**config.mk**
```make
export PLATFORM = sky130hd
export DESIGN_NAME = sre_zscore
export DESIGN_NICKNAME = d
export VERILOG_FILES = /design/src/sv/sre_pkg.sv /design/src/sv/sre_zscore.sv
export SDC_FILE = /design/constraint.sdc
export NUM_CORES = 2
export LEC_CHECK = 0
export BUFFER_PORTS_ARGS = -buffer_cell sky130_fd_sc_hd__buf_2
export CAP_MARGIN = 30
export CORE_MARGIN = 3
export CORE_UTILIZATION = 50
export CTS_CLUSTER_DIAMETER = 30
export DETAILED_ROUTE_END_ITERATION = 16
export GPL_TIMING_DRIVEN = 0
export PLACE_DENSITY = 0.65
export SLEW_MARGIN = 20
export SYNTH_ARGS = -nofsm -noshare
export SYNTH_HDL_FRONTEND = slang
export SYNTH_SLANG_ARGS = --single-unit
```
**constraint.sdc**
```tcl
create_clock -name clk -period 13.6 [get_ports clk]
set_input_delay 0.68 -clock clk [delete_from_list [all_inputs] [get_ports clk]]
set_output_delay 0.68 -clock clk [all_outputs]
set_load 0.03 [all_outputs]
```
**src/sv/sre_pkg.sv**
```systemverilog
// Shared types and constants of the signed rank test engine.
`timescale 1ns / 1ps
package sre_pkg;
  localparam int MaxPairs = 256;
  localparam int SampleW = 16;
  localparam int MagW = 17;
  localparam int CntW = $clog2(MaxPairs + 1);
  localparam int RankW = CntW + 1;
  localparam int SgnCntW = CntW + 1;
  localparam int SumW = 19;
  localparam int DW = SumW - 1;
  localparam int ZW = 16;
  localparam int QW = 16;
  localparam int BitW = 4;
  localparam int AW = 27;
  localparam int KW = QW + 1;
  localparam int KKW = 2 * KW;
  localparam int PW = 27;
  localparam int SqW = 2 * AW;
  localparam int RhsW = SqW + 3;
  localparam int ProdW = KKW + PW;

  typedef struct packed {
    logic            valid;
    logic            neg;
    logic [MagW-1:0] mag;
  } entry_t;
endpackage

```
**src/sv/sre_zscore.sv**
```systemverilog
// Sequential unit that computes the saturated Q5.10 normal approximation score.
`timescale 1ns / 1ps
module sre_zscore (
  input  logic                        clk,
  input  logic                        rst,
  input  logic                        start,
  input  logic [sre_pkg::DW-1:0]      d,
  input  logic [sre_pkg::CntW-1:0]    n,
  output logic                        done,
  output logic signed [sre_pkg::ZW-1:0] z
);
  localparam logic [2:0] Z_IDLE = 3'd0;
  localparam logic [2:0] Z_INIT = 3'd1;
  localparam logic [2:0] Z_SQ   = 3'd2;
  localparam logic [2:0] Z_RHS  = 3'd3;
  localparam logic [2:0] Z_K    = 3'd4;
  localparam logic [2:0] Z_P    = 3'd5;
  localparam logic [2:0] Z_C    = 3'd6;

  logic [2:0]                  state;
  logic [sre_pkg::DW-1:0]      dr;
  logic [sre_pkg::CntW-1:0]    nr;
  logic                        dzero;
  logic [sre_pkg::AW-1:0]      a2;
  logic [2*sre_pkg::CntW:0]    nn1;
  logic [sre_pkg::CntW:0]      n2p1;
  logic [sre_pkg::SqW-1:0]     sq;
  logic [sre_pkg::PW-1:0]      p;
  logic [sre_pkg::RhsW-1:0]    rhs;
  logic [sre_pkg::QW-1:0]      q;
  logic [sre_pkg::QW-1:0]      cand;
  logic [sre_pkg::BitW-1:0]    bidx;
  logic [sre_pkg::KKW-1:0]     kk;
  logic [sre_pkg::ProdW-1:0]   prod;
  logic [sre_pkg::KW-1:0]      k;
  logic [sre_pkg::QW-1:0]      cand_now;
  logic [sre_pkg::QW-1:0]      q_fin;
  logic                        fits;

  assign cand_now = q | (sre_pkg::QW'(1) << bidx);
  assign k = {cand_now, 1'b0} - sre_pkg::KW'(1);
  assign fits = prod <= sre_pkg::ProdW'(rhs);
  assign q_fin = fits ? cand : q;

  always_ff @(posedge clk) begin
    case (state)
      Z_IDLE: begin
        dr <= d;
        nr <= n;
      end
      Z_INIT: begin
        dzero <= (dr == '0);
        a2 <= (dr == '0) ? sre_pkg::AW'(1024)
                         : sre_pkg::AW'({(dr - sre_pkg::DW'(1)), 10'b0});
        nn1 <= (2*sre_pkg::CntW+1)'(nr) * (2*sre_pkg::CntW+1)'({1'b0, nr} + 1'b1);
        n2p1 <= {nr, 1'b1};
      end
      Z_SQ: begin
        sq <= a2 * a2;
        p <= sre_pkg::PW'(sre_pkg::PW'(nn1) * sre_pkg::PW'(n2p1));
      end
      Z_RHS: begin
        rhs <= (sre_pkg::RhsW'(sq) << 2) + (sre_pkg::RhsW'(sq) << 1);
        q <= '0;
        bidx <= sre_pkg::BitW'(sre_pkg::QW - 1);
      end
      Z_K: begin
        cand <= cand_now;
        kk <= sre_pkg::KKW'(k) * sre_pkg::KKW'(k);
      end
      Z_P: begin
        prod <= sre_pkg::ProdW'(kk) * sre_pkg::ProdW'(p);
      end
      Z_C: begin
        q <= q_fin;
        bidx <= bidx - 1'b1;
        if (bidx == '0) begin
          if (dzero) begin
            z <= q_fin[sre_pkg::QW-1] ? {1'b1, {(sre_pkg::ZW-1){1'b0}}}
                                      : -$signed(q_fin);
          end else begin
            z <= q_fin[sre_pkg::QW-1] ? {1'b0, {(sre_pkg::ZW-1){1'b1}}}
                                      : $signed(q_fin);
          end
        end
      end
      default: begin
      end
    endcase
  end

  always_ff @(posedge clk) begin
    if (rst) begin
      state <= Z_IDLE;
      done <= 1'b0;
    end else begin
      done <= 1'b0;
      case (state)
        Z_IDLE: if (start) state <= Z_INIT;
        Z_INIT: state <= Z_SQ;
        Z_SQ:   state <= Z_RHS;
        Z_RHS:  state <= Z_K;
        Z_K:    state <= Z_P;
        Z_P:    state <= Z_C;
        Z_C: begin
          if (bidx == '0) begin
            state <= Z_IDLE;
            done <= 1'b1;
          end else begin
            state <= Z_K;
          end
        end
        default: state <= Z_IDLE;
      endcase
    end
  end
endmodule

```
Word-level counts from Yosys, hierarchy flattened
Index checks and enable logic that the tools add are counted.
{"block": "op_classes", "n_mul": 5, "mux": 10, "bitwise": 2, "eq_ne": 7, "magnitude_cmp": 1, "addsub": 6, "n_reduce_logical": 6, "shift": 1}
{"op": "$le A61 B57 Y1", "n": 1}
{"op": "$mul A34 B27 Y61", "n": 1}
{"op": "$add A56 B55 Y57", "n": 1}
{"op": "$mul A27 B27 Y54", "n": 1}
{"op": "$mux W16", "n": 3}
{"op": "$mul A17 B17 Y34", "n": 1}
{"op": "$sub A17 B1 Y17 const B", "n": 2}
{"op": "$pmux W16 S2", "n": 1}
{"op": "$mul A19 B10 Y27", "n": 1}
{"op": "$pmux W3 S7", "n": 1}
{"op": "$mul A9 B10 Y19", "n": 1}
{"op": "$logic_not A18 Y1", "n": 1}
{"op": "$neg A16 Y16", "n": 1}
{"op": "$or A16 B16 Y16", "n": 1}
{"op": "$shl A1 B4 Y16 const A", "n": 1}
{"op": "$mux W15", "n": 1}
{"op": "$add A9 B1 Y10 const B", "n": 1}
{"op": "$eq A3 B3 Y1 const B", "n": 3}
{"op": "$pmux W4 S2", "n": 1}
{"op": "$eq A3 B2 Y1 const B", "n": 2}
{"op": "$mux W3", "n": 2}
{"op": "$logic_not A4 Y1", "n": 1}
{"op": "$sub A4 B1 Y4 const B", "n": 1}
{"op": "$eq A3 B1 Y1 const B", "n": 1}
{"op": "other kinds (7)", "n": 7}
{"block": "word_totals", "out_inout_bits": 17, "inputBits": 30, "regBits": 372, "elab_cells": 56}

Longest topological paths before layout
{"block": "logic_depth", "word_depth": 5, "depth_mapped": 34, "ltp_nobuf": 34}

Worst setup path before layout
No wires, ideal clock.
{"block": "synth_timing", "path_type": "flip-flop to flip-flop", "start": "register bidx[0] (netlist bit)", "end": "register kk[33] (netlist bit), data pin", "slack_ns": 5.491, "path_buffers": 0, "t_required_ns": 13.340, "setup_time_ns": 0.260, "period_less_slack_ns": 8.109, "path_stages_with_launch": 31, "t_arrival_ns": 7.849, "path_cell_list": "edfxtp_1 > inv_1 > ha_1 > or2_2 > a21boi_0 > nand4_1 > or2_1 > or4_1 > xnor2_1 > inv_1 > nand2b_1 > fa_1 > inv_1 > fa_1 > fa_1 > fa_1 > fa_1 > inv_1 > fa_1 > inv_1 > ha_1 > nand2_1 > nand2_1 > a21o_1 > a221oi_1 > o21ai_0 > o22ai_1 > o21ai_0 > a211oi_1 > a21oi_1 > xnor2_1"}
{"block": "synth_via", "elab_chain_len": 4}
{"item": "from (decl)", "line_no": "sre_zscore.sv:32", "rtl": "logic [sre_pkg::BitW-1:0] bidx;"}
{"item": "from (signal assigned)", "line_no": "sre_zscore.sv:65", "rtl": "bidx <= sre_pkg::BitW'(sre_pkg::QW - 1);"}
{"item": "from (signal assigned)", "line_no": "sre_zscore.sv:76", "rtl": "bidx <= bidx - 1'b1;"}
{"item": "$shl A1 B4 Y16", "line_no": "sre_zscore.sv:40", "rtl": "assign cand_now = q | (sre_pkg::QW'(1) << bidx);"}
{"item": "$or A16 B16 Y16", "line_no": "sre_zscore.sv:40"}
{"item": "$sub A17 B1 Y17", "line_no": "sre_zscore.sv:41", "rtl": "assign k = {cand_now, 1'b0} - sre_pkg::KW'(1);"}
{"item": "$mul A17 B17 Y34", "line_no": "sre_zscore.sv:69", "rtl": "kk <= sre_pkg::KKW'(k) * sre_pkg::KKW'(k);"}
{"item": "to (signal assigned)", "line_no": "sre_zscore.sv:69"}
{"item": "to (decl)", "line_no": "sre_zscore.sv:33", "rtl": "logic [sre_pkg::KKW-1:0] kk;"}
Every way passes these cells.
A chain may end at the register's enable or synchronous reset.

Final worst setup path
Same ends and word-level chain as after synthesis.

==> qor.yml <==
logic_synthesis:
  synth_async_sr_flop_share: 0
  yosysTopAreaCell: "fa_1"
  syn_area_per_cell_um2: 9.69
  synthTopCellsByArea: "fa_1 40%, edfxtp_1 14%, ha_1 13%, inv_1 8.7%, nand2_1 5.2%"
  ys_seq_area_frac: 0.144
  ys_ff_latch: 313
  synth_ff_type: "edfxtp_1"
  synth_cell_types: 86
  synth_top_area_share: 0.399
  syn_area_um2: 65100
  syn-instance-count: 6718
  synth-edff-count: 309
  ys_warn_count: 0
global_route:
  met3_usage: 0.0671
  grt_use_met1: 0.366
  grtUsageTotal: 0.276
  top_usage_layer: "met2"
  antenna_found_initial: 14
  grt_pass1_vias: 50300
  grtUsageMet2: 0.442
  grt_max_degree: 59
  grt_pass1_wl_um: 285000
  gr-total-overflow: 0
timing:
  maxSlewViolCount: 0
  tns_ps: 0
  min_period_ps: 10630
  tightestPinTransition_ps: 1080
  finalCritPeriodShare: 0.782
  setup-violations-final: 0
  skew_ps: 48.2
  relSlewSlack: 0.279
  hold_viol_final: 0
  rsz0062_at_grt: "false"
  fmax_mhz: 94.1
clocking:
  cts_tree: "yes"
  ctsHoldBuffers: 0
  cts_max_level: 3
  clk_pin_slew_ps: 50
  clock-root-buffer: "clkbuf_16"
  insertion_delay_ps: 660
  numCtsBuffers: 80
  clock_sinks: 313
  cts_setup_buffers: 0
  ctsLongestPathBuffers: 3
  post_cts_resize_count: 0
status:
  status: "finished clean"
final_layout:
  area_growth_pct: 8.30
  fillers: 11600
  area.sequential_um2: 9360
  layout-drive-gt1-share: 0.0366
  nets: 8883
  multi_input_area_um2: 49200
floorplanning:
  die_h_um: 367
  start_util: 0.507
  fp.coreArea_um2: 128000
  fp.dieArea_um2: 135000
  io_pins: 47
  num_rows: 131
  die_w_um: 367
route:
  wl_per_cell_um: 20.7
  num_vias: 46800
  ant_nets: 0
  viasPerCell: 5.39
  wirelength_um: 179000
  drc: 0
  first_pass_iters: 6
  dr.first_iter.drc_count: 3083
run:
  cap_violations: 0
setup_path:
  worst-endpoint-required_ps: 14000
  critical_path_class: "reg -> reg"
  arrival_ps: 11020
  worstPathMaxFanout: 11
  start_kind: "flip-flop"
  end_kind: "flip-flop"
placed_design:
  gp_congestion: 1.04
  io_buffers: 46
  hpwl_um: 151000
hold_path:
  min_path_type: "in -> reg"
## cells in the mapped netlist, types with 5 or more instances
cell type,instances
nand2b_1,78
nor3b_1,5
nand3b_1,8
xor2_1,52
a21o_1,80
a21boi_0,12
nor2b_1,50
o21ai_1,5
o2111ai_1,7
o21ai_0,100
a21oi_1,189
xnor2_1,164
or4_1,8
nand2_1,896
fa_1,1296
edfxtp_1,309
or3_1,22
a2111oi_0,7
nand4_1,22
a211oi_1,20
o21a_1,31
nand3_1,54
o31ai_1,7
o21bai_1,24
nor2_1,210
and2_1,389
a221oi_1,7
ha_1,666
o211ai_1,12
a31oi_1,15
buf_2,7
or2_2,13
nor4_1,20
mux2i_1,24
nor3_1,61
a211o_1,7
and3_1,26
inv_1,1508
clkbuf_1,222
## layout by cell type, fill, tap and decap left out, types with 25 or more instances in the layout
master / n
nor2b_1: 50
nand2_1: 896
a21oi_1: 189
inv_1: 1507
nand2b_1: 78
nand3_1: 54
and2_1: 389
a21o_1: 80
nor3_1: 59
buf_2: 54
nor2_1: 208
edfxtp_1: 309
xnor2_1: 164
and3_1: 25
clkbuf_16: 81
clkbuf_1: 239
fa_1: 1296
o21a_1: 31
xor2_1: 52
o21ai_0: 100
ha_1: 666
## critical path, cell delays in order, from the launching register on
cell and delay, ps:
edfxtp_1 420, inv_1 110, ha_1 340, a21oi_1 520, clkbuf_1 700, ha_1 370, and3_1 200, nand3_1 130
xnor2_2 710, clkinv_1 660, nor2_1 390, fa_1 490, fa_1 480, fa_1 550, fa_1 520, fa_1 550
inv_1 60, fa_1 570, inv_1 50, ha_1 380, and4_1 260, nand2_1 80, a2111oi_0 720, o22ai_1 320
o21ai_0 340, a211oi_1 170, a21oi_1 180, xnor2_1 70
## final timing paths
| kind | from | endpoint | slack [ps] | depth (start not counted) |
|---|---|---|---|---|
| setup / recovery | bidx[0]$_SDFFCE_PN1P_ | kk[33]$_DFFE_PN_ | 2970 | 27 |
| hold / removal | d[5] | dr[5]$_DFFE_PP_ | 190 | 1 |
| setup reg to reg | bidx[0]$_SDFFCE_PN1P_ | kk[33]$_DFFE_PN_ | 2970 | 27 |
| hold reg to reg | sq[20]$_DFFE_PP_ | rhs[22]$_DFFE_PN_ | 430 | 0 |
## stage by stage
stage	cell area [um^2]	setup slack, ps	cells	hold WS [ps]	utilization
floorplan	65100	5490	6732	400	-
global placement	67500	3220	8507	427	0.526
detailed placement	67800	3250	8528	425	0.528
CTS	70400	3240	8668	123	0.548
global route	70500	2470	8679	140	0.549
finish	70500	2970	8681	189	0.549
## sequential cells by signal, summed over array words and instances, names as in the netlist
name	cells
prod	60
sq	33
n2p1	9
nn1	18
z	16
rhs	35
p	26
q	16
kk	31
state	3
done	1
bidx	4
cand	16
nr	9
dzero	1
a2	17
dr	18
## cell families (layout without fill, tap and decap cells)
kind of cell	count (synthesis)	in the layout	synth area share
xor gates and xnor gates	220	220	0.0301
AOI/OAI and AO/OA	566	566	0.0562
and+or+nand+nor	1878	1878	0.137
muxes	27	27	0.00425
buffers and inverters	1750	1967	0.102
other	2	19	0.000115
DFF	313	313	0.144
adders and majority gates	1962	1962	0.527
## area by class of cell
type                       count  share of cell area
antenna                        3            0.000106
buffer                       239              0.0139
clock buffer                  98              0.0297
clock inverter                42             0.00717
inverter                    1511              0.0805
multi-input combinational   4669               0.697
sequential                   313               0.133
tap                         1729              0.0307
timing repair buffer          77             0.00776
## metal layers
layer,share of wire,wire [um]
met4,0.041,7360
met1,0.41,74300
met5,0,0
met2,0.46,82300
met3,0.087,15600
Power is not shown: default switching activity piles up to over one toggle a cycle in this logic, so the estimate is an artifact.
