==> config.mk <==
export PLATFORM = sky130hd
export DESIGN_NAME = sre_cell
export DESIGN_NICKNAME = d
export VERILOG_FILES = /design/src/sv/sre_pkg.sv /design/src/sv/sre_cell.sv
export SDC_FILE = /design/constraint.sdc
export NUM_CORES = 1
export LEC_CHECK = 0
export ABC_CLOCK_PERIOD_IN_PS = 2820
export BUFFER_PORTS_ARGS = -buffer_cell sky130_fd_sc_hd__buf_2
export CORE_MARGIN = 3
export CORE_UTILIZATION = 40
export CTS_BUF_LIST = sky130_fd_sc_hd__clkbuf_2
export DETAILED_ROUTE_END_ITERATION = 16
export GPL_ROUTABILITY_DRIVEN = 0
export PLACE_DENSITY = 0.74
export SLEW_MARGIN = 20
export SYNTH_ARGS = -nofsm -noshare
export SYNTH_HDL_FRONTEND = slang
export SYNTH_SLANG_ARGS = --single-unit
==> constraint.sdc <==
create_clock -name clk -period 2.82 [get_ports clk]
set_clock_uncertainty 0.1 [all_clocks]
set_input_delay 0.423 -clock clk [delete_from_list [all_inputs] [get_ports clk]]
set_output_delay 0.423 -clock clk [all_outputs]
set_load 0.02 [all_outputs]
==> src/sv/sre_pkg.sv <==
// Shared types and constants of the signed rank test engine.
`timescale 1ns / 1ps
package sre_pkg;
  localparam int MaxPairs = 256;
  localparam int SampleW = 16;
  localparam int MagW = 17;
  localparam int CntW = $clog2(MaxPairs + 1);
  localparam int RankW = CntW + 1;
  localparam int SgnCntW = CntW + 1;
  localparam int SumW = 19;
  localparam int DW = SumW - 1;
  localparam int ZW = 16;
  localparam int QW = 16;
  localparam int BitW = 4;
  localparam int AW = 27;
  localparam int KW = QW + 1;
  localparam int KKW = 2 * KW;
  localparam int PW = 27;
  localparam int SqW = 2 * AW;
  localparam int RhsW = SqW + 3;
  localparam int ProdW = KKW + PW;

  typedef struct packed {
    logic            valid;
    logic            neg;
    logic [MagW-1:0] mag;
  } entry_t;
endpackage

==> src/sv/sre_cell.sv <==
// One cell of the sorted insertion chain holding a nonzero difference.
`timescale 1ns / 1ps
module sre_cell (
  input  logic            clk,
  input  logic            rst,
  input  logic            ins_en,
  input  logic            shift_en,
  input  sre_pkg::entry_t new_entry,
  input  sre_pkg::entry_t left_entry,
  input  logic            left_gt,
  input  sre_pkg::entry_t right_entry,
  output sre_pkg::entry_t entry,
  output logic            gt
);
  logic                     valid;
  logic                     neg;
  logic [sre_pkg::MagW-1:0] mag;

  assign entry = '{valid: valid, neg: neg, mag: mag};
  assign gt = valid && (mag > new_entry.mag);

  always_ff @(posedge clk) begin
    if (shift_en) begin
      neg <= right_entry.neg;
      mag <= right_entry.mag;
    end else if (ins_en) begin
      if (left_gt) begin
        neg <= left_entry.neg;
        mag <= left_entry.mag;
      end else if ((gt || !valid) && left_entry.valid) begin
        neg <= new_entry.neg;
        mag <= new_entry.mag;
      end
    end
  end

  // An empty cell fills either from the new value or from its shifted neighbor.
  always_ff @(posedge clk) begin
    if (rst) begin
      valid <= 1'b0;
    end else if (shift_en) begin
      valid <= right_entry.valid;
    end else if (ins_en && !valid && left_entry.valid) begin
      valid <= 1'b1;
    end
  end
endmodule

* Yosys cells after proc, flatten, opt, wreduce, memory -nomap -nowiden
Index checks and enable logic that the tools add are counted.
Cells by class: reduce and logical (&&, ||, !) cells 10, order comparisons 1, multiplexer cells 10
Operators with widths (count):
- $mux W17 | 4
- $gt A17 B17 Y1 | 1
- $mux W1 | 6
- $logic_and A1 B1 Y1 | 4
- $reduce_bool A2 Y1 | 2
- $reduce_bool A3 Y1 | 1
- $reduce_and A2 Y1 | 1
- $logic_not A1 Y1 | 1
- $logic_or A1 B1 Y1 | 1
Word-level totals: output and inout bits 20, flip-flop bits (word level) 19, bits of input ports 62, logic and storage cells 24

* Longest topological paths before layout
Gate-level depths: netlist of the first run.
depth in word-level cells 8, depth in mapped cells 7, gate-level depth less buffers 7

* Worst setup path before layout of the first run
Ideal clock, no wire load.
path kind reg-to-reg, from reg mag[15] in the netlist's numbering, to reg mag[0] in the netlist's numbering, enable pin, clock period less this slack 2.701 ns, stages on the path, launching flop included 7, slack 0.119 ns, data arrival time 2.220 ns, path buffers 0, required time 2.339 ns, library setup time 0.381 ns, cell sequence edfxtp_1 ha_1 nand4_2 nor4_2 nand2b_1 a32o_1 a21oi_2
On the way: word-level cells in the longest chain between the ends 6
Ends and longest elaborated chain:
- start: declaration | RTL line sre_cell.sv:17 | logic [sre_pkg::MagW-1:0] mag;
- start signal: assignment | RTL line sre_cell.sv:25 | mag <= right_entry.mag;
- start signal: assignment | RTL line sre_cell.sv:29 | mag <= left_entry.mag;
- start signal: assignment | RTL line sre_cell.sv:32 | mag <= new_entry.mag;
- $gt A17 B17 Y1 | RTL line sre_cell.sv:20 | assign gt = valid && (mag > new_entry.mag);
- $logic_and A1 B1 Y1 | RTL line sre_cell.sv:20
- $logic_or A1 B1 Y1 | RTL line sre_cell.sv:30 | end else if ((gt || !valid) && left_entry.valid) begin
- $logic_and A1 B1 Y1 | RTL line sre_cell.sv:30
- $reduce_bool A3 Y1 (no source line)
- $reduce_and A2 Y1 (no source line)
Every way passes these cells. A chain may end at the register's enable or synchronous reset.

* Worst setup path in the final report of the first run
from reg mag[15] in the netlist's numbering, to out gt
On the way: word-level cells in the longest chain between the ends 2
Ends and longest elaborated chain:
- $gt A17 B17 Y1 | RTL line sre_cell.sv:20
- $logic_and A1 B1 Y1 | RTL line sre_cell.sv:20
- end: declaration | RTL line sre_cell.sv:13 | output logic gt
Every way passes these cells.

==> results of run 1 <==
[metal layers]
metal,vias up,GRT usage (%),part of all wire (%)
li1,698,-,-
met1,581,21.1,42
met2,53,26.3,48
met3,5,3.59,9.1
met4,0,4.15,1.2
met5,-,0,0
[cells by family (layout without fill, tap and decap cells)]
kind of cell	after synthesis	in the layout	synth area share, %
AND/OR/NAND/NOR	35	35	11.6
flip-flops	19	19	39.3
adder cells (fa/ha/maj)	17	17	14.9
multiplexers	18	18	12.6
buffers and inverters	26	107	7.71
AO/OA/AOI/OAI	35	35	13.9
[per-stage QoR]
| step | util (%) | worst slack, ps |
|---|---|---|
| detailed placement | 55.3 | 253 |
| global placement | 55.3 | 294 |
| global route | 58.6 | -13.7 |
| floorplan | - | 119 |
| finish | 58.6 | 101 |
| CTS | 55.9 | 21.5 |
[worst max-delay path, cell delays in order, from the launching register on]
cell,delay [ps]
edfxtp_1,480
ha_4,320
nand4_4,130
nor4_4,320
nand2b_1,90
a32o_2,290
nor2_2,110
buf_4,140
[synthesized netlist by cell type (all sizes together)]
cell	number	area, sq um
nand4	4	31.3
inv	18	67.6
mux2i	18	180
a32o	1	10.0
o21ai	21	105
clkbuf	4	15.0
a21o	1	7.51
edfxtp	18	541
a221oi	1	8.76
nor2	4	15.0
nand2b	1	6.26
nor3	2	10.0
or3	1	6.26
buf	4	27.5
dfxtp	1	20.0
a21oi	9	48.8
a2bb2oi	1	8.76
nor4	1	12.5
nand3	1	5.00
nand2	21	78.8
a41o	1	10.0
ha	17	213
[worst paths after layout]
check             cells past startpoint            endpoint          startpoint
setup / recovery                      7                  gt   mag[15]$_DFFE_PP_
setup reg to reg                      7    mag[5]$_DFFE_PP_   mag[15]$_DFFE_PP_
hold / removal                        2  valid$_SDFFE_PP0P_                 rst
hold reg to reg                       4  valid$_SDFFE_PP0P_  valid$_SDFFE_PP0P_
[sequential cells by signal, summed over array words and instances, names as in the netlist]
register  cells
mag          17
neg           1
valid         1
[where the power goes]
part | switching, mW | total (mW) | internal, mW
sequential | 0.0180 | 0.364 | 0.346
combinational | 0.151 | 0.276 | 0.126
clock | 0.0884 | 0.126 | 0.0376
[timing repair]
action,4_1_cts,5_1_grt
endpoints found under the setup margin,0,1
resized for setup,0,10
buffers inserted,0,1
hold endpoints to repair,0,0
[cell type report]
cell class | instances | area [sq um] | area share, %
Tap cell | 46 | 57.6 | 2.90
Clock buffer | 4 | 20.0 | 1.01
Sequential cell | 19 | 561 | 28.2
Multi-Input combinational cell | 105 | 841 | 42.3
Timing Repair Buffer | 85 | 440 | 22.2
Inverter | 18 | 67.6 | 3.40
==> metrics.md, run 1 <==
| Metric | Value |
|---|---|
| Outcome | completed |
| Slew HR | 73.4% |
| Leading cell type in the layout, fill and taps excluded | buf_2 |
| Clock Tree Root | clkbuf_2 |
| Die ar. | about 4300 sq um |
| Max H-tree Level | 1 |
| # placed instances | around 270 |
| Yosys cell types | 25 |
| Core Region | between 3000 and 4000 sq um |
| Hold bufs inserted after CTS | 0 |
| Fill cell count | about 310 |
| Diode count | 0 |
| LEAKAGE | just over 1 nW |
| Setup slack, reg-to-reg | approximately 440 ps |
| Total grt overflow | 0 |
| CTS tree | yes |
| Residual DRC | 0 |
| Seq/Total Area, Yosys | 39.3% |
| First-pass GRT wire length | 5290 microns |
| Buffers on Ports | 80 |
| Hold Crit Class | in -> reg |
| Final Max Slew Viols | 0 |
| Layout overhead on the synthesized area | 39.2% |
| Syn_nets | roughly 230 |
| PwrDens | between 300 and 400 nW/um^2 |
| Yosys warns | 0 |
| Post-DP HPWL | roughly 2800 microns |
| Largest net degree at the start of global routing | 31 |
| Max clock buf depth | 2 |
| Clk_lat worst skew | 320 ps |
| Global Route Usage Sum | between 10% and 20% |
| Share of cells above drive strength 1 | roughly 43% |
| Vias | approximately 1300 |
| Vias in the first global route | ~1200 |
| Die H | between 60 and 70 microns |
| Layout Cells excl Fill | 277 |
| Max_cap viols | 0 |
| Setup crit end kind | output port |
| DRT Pass-1 Iters | 4 |
| Slew at the pin closest to its max-slew limit | roughly 400 ps |
| Commonest cells after routing, fill and taps aside | 79 x buf_2, 21 x nand2_1, 21 x o21ai_0 |
| Setup TNS | 0 ps |
| Gate Count Post-Synth | 150 |
| Average routed wire per standard cell | between 10 and 15 microns |
| Initial DRC count | 24 |
| Die Wd | approximately 66 microns |
| # rows | 21 |
| Setup crit start kind | flop |
| Placement-stage cell area | between 1500 and 2000 sq um |
| DRT antenna net count | 0 |
| Final hold vios | 0 |
| CP Class | reg -> out |
| Vias/cell | slightly below 5 |
| Mapped Avg Cell Area | 9.52 sq um |
| Min Tclk post-route | 2720 ps |
| Worst Path Required | between 2000 and 2500 ps |
| Nets | between 300 and 400 |
| Yosys reg bits | 19 |
| Hold slack | roughly 120 ps |
| Max VDD drop | roughly 0.16 mV |
| Final wirelength | 3470 microns |
| Cell Area, Synth | about 1400 sq um |
| Max frequency | between 300 and 400 MHz |
| Effective utilization at floorplan | 42.1% |
| Critical Path Fanout Max | 4 |
| Clock-pin slew on the worst setup and hold paths | approximately 200 ps |
| Num ports | slightly above 80 |
| Final period util | about 96% |
| Initial antenna violation count | 0 |
| Clock sink count | 19 |
| Setup Viol. Count Final | 0 |
| Design area | 1990 sq um |
| CP arrival | about 2200 ps |
| Total power draw | around 0.77 mW |
| CTS Buf Count | 3 |
Note: power is estimated with default switching activity, not from simulation.
==> run 2, diff against run 1 <==
--- a/config.mk
+++ b/config.mk
@@ -7,12 +7,14 @@
 export LEC_CHECK = 0
 export ABC_CLOCK_PERIOD_IN_PS = 2820
 export BUFFER_PORTS_ARGS = -buffer_cell sky130_fd_sc_hd__buf_2
+export CORE_ASPECT_RATIO = 1.25
 export CORE_MARGIN = 3
 export CORE_UTILIZATION = 40
 export CTS_BUF_LIST = sky130_fd_sc_hd__clkbuf_2
 export DETAILED_ROUTE_END_ITERATION = 16
 export GPL_ROUTABILITY_DRIVEN = 0
 export PLACE_DENSITY = 0.74
+export SKIP_CTS_REPAIR_TIMING = 1
 export SLEW_MARGIN = 20
 export SYNTH_ARGS = -nofsm -noshare
 export SYNTH_HDL_FRONTEND = slang
==> run 2 against run 1 <==
Total power up 3.0%. Final area up 3.4%. Register-to-register slack about the same. Non-clock buffer count up 2. Clock power about the same. Sequential power about the same. Critical path type unchanged.
==> metrics.md, run 2 (same netlist as run 1, synthesis figures left out) <==
| Metric | Value |
|---|---|
| Initial antenna violation count | 0 (unchanged) |
| Outcome | completed |
| # rows | 23 (+9.5%) |
| Nets | 313 (+0.64%) |
| Worst Path Required | 2300 ps (about the same) |
| Total grt overflow | 0 (unchanged) |
| Slew at the pin closest to its max-slew limit | 579 ps (+180 ps) |
| Worst Path Buf+Inv | 1 (unchanged) |
| Final Max Slew Viols | 0 (unchanged) |
| Setup Viol. Count Final | 0 (unchanged) |
| Vias | 1390 (+4.0%) |
| Clock-pin slew on the worst setup and hold paths | 180 ps (-20 ps) |
| Critical Path Max Stage Delay | 480 ps (about the same) |
| Setup TNS | 0 ps (unchanged) |
| Hold slack | 139 ps (+20.0 ps) |
| Leading cell type in the layout, fill and taps excluded | buf_2 |
| DRT antenna net count | 0 (unchanged) |
| Max FFs per register | 17 (unchanged) |
| Die Wd | 59.4 microns (-9.6%) |
| Slew HR | 61.4% (-12 points) |
| Buffers on Ports | 80 (unchanged) |
| Layout overhead on the synthesized area | 43.9% |
| CP arrival | 2190 ps (about the same) |
| CTS Buf Count | 3 (unchanged) |
| Critical Path Fanout Max | 2 (-2) |
| PwrDens | 384 nW/um^2 (-0.41%) |
| Num ports | 82 (unchanged) |
| Clock sink count | 19 (unchanged) |
| Final hold vios | 0 (unchanged) |
| Largest regs | mag: 17 flops, neg: 1 flops, valid: 1 flops |
| Hold Crit Class | in -> reg |
| Post-DP HPWL | 2810 microns (+0.35%) |
| Crit path max-delay family | simple AND/OR/NAND/NOR gates |
| Max_cap viols | 0 (unchanged) |
| Crit-path cells | ha_4 -> nand4_1 -> nor4_4 -> nand2b_1 -> a32o_1 -> nor2_1 -> buf_4 |
| Diode count | 0 (unchanged) |
| Die H | 72.8 microns (+11%) |
| Setup crit start kind | flop |
| Residual DRC | 0 (unchanged) |
| Max VDD drop | 0.266 mV (+70%) |
| R2r worst-path depth | 7 (unchanged) |
| Crit path max-delay cell type | edfxtp_1 |
| Max clock buf depth | 2 (unchanged) |
| LEAKAGE | 1.03 nW (+0.52%) |
| Max H-tree Level | 1 (unchanged) |
| Share of cells above drive strength 1 | 45.1% (+2.2 points) |
| Layout Cells excl Fill | 270 (-2.5%) |
| Vias in the first global route | 1276 (+2.3%) |
| DRT Pass-1 Iters | 4 (unchanged) |
| # placed instances | 262 (-3.7%) |
| Final Util | 62.1% (+3.5 points) |
| Final period util | 96.3% (-0.12 points) |
| Effective utilization at floorplan | 43.1% (+1.0 points) |
| Final wirelength | 3530 microns (+1.9%) |
| Largest net degree at the start of global routing | 42 (+35%) |
| Min Tclk post-route | 2720 ps (-3.47 ps) |
| Vias/cell | 5.15 (+6.7%) |
| Core Region | 3310 sq um (-2.4%) |
| Most flop-heavy register | mag |
| Clk_lat worst skew | 310 ps (about the same) |
| Setup crit end kind | output port |
| CTS tree | yes |
| Critical path depth | 7 (unchanged) |
| Global Route Usage Sum | 16.8% (+0.78 points) |
| CP Class | reg -> out |
| Average routed wire per standard cell | 13.1 microns (+4.6%) |
| Initial DRC count | 15 (-38%) |
| Clock Tree Root | clkbuf_2 |
| Max frequency | 368 MHz (+0.13%) |
| Commonest cells after routing, fill and taps aside | 79 x buf_2, 21 x nand2_1, 21 x o21ai_0 |
| First-pass GRT wire length | 5530 microns (+4.6%) |
| Die ar. | 4330 sq um (+0.11%) |
| Hold Crit Depth | 2 (unchanged) |
run 2: cell count changes in the layout (fill, tap and decap cells not counted), sizes merged:
cell	delta
buf	+2
run 2: area by class of cell:
class | instances | area, sq um
Clock buffer | 4 | 20.0
Sequential cell | 19 | 561
Tap cell | 37 | 46.3
Timing Repair Buffer | 87 | 455
Multi-Input combinational cell | 105 | 905
Inverter | 18 | 67.6
Fill cell | 298 | 1250
run 2: power by group:
| part | switching [mW] | total (mW) | internal [mW] |
|---|---|---|---|
| Clock | 0.0865 | 0.124 | 0.0376 |
| Combinational | 0.157 | 0.298 | 0.141 |
| Sequential | 0.0208 | 0.367 | 0.346 |
run 2: routing by layer:
layer,share of wire [%],GRT usage [%],vias to the layer above
met5,0,0,-
met4,1.7,6.05,0
met3,7.2,3.01,7
met2,52,29.0,56
met1,39,20.4,622
li1,-,-,705
run 2: path summary, 6_finish.rpt:
kind                      start            endpoint  slack (ps)
max reg2reg    mag[3]$_DFFE_PP_    mag[4]$_DFFE_PP_         450
min reg2reg  valid$_SDFFE_PP0P_  valid$_SDFFE_PP0P_         570
max            mag[3]$_DFFE_PP_                  gt         100
min                         rst  valid$_SDFFE_PP0P_         140
run 2: stage by stage:
step                      instance area (sq um)  power [mW]  setup slack (ps)
final                                      2050       0.789               104
after global routing                       2050       0.851             -25.9
after detailed placement                   1850       0.626               260
after global placement                     1850       0.617               312
after CTS                                  1870       0.752              15.7
after floorplan                            1430       0.524               119
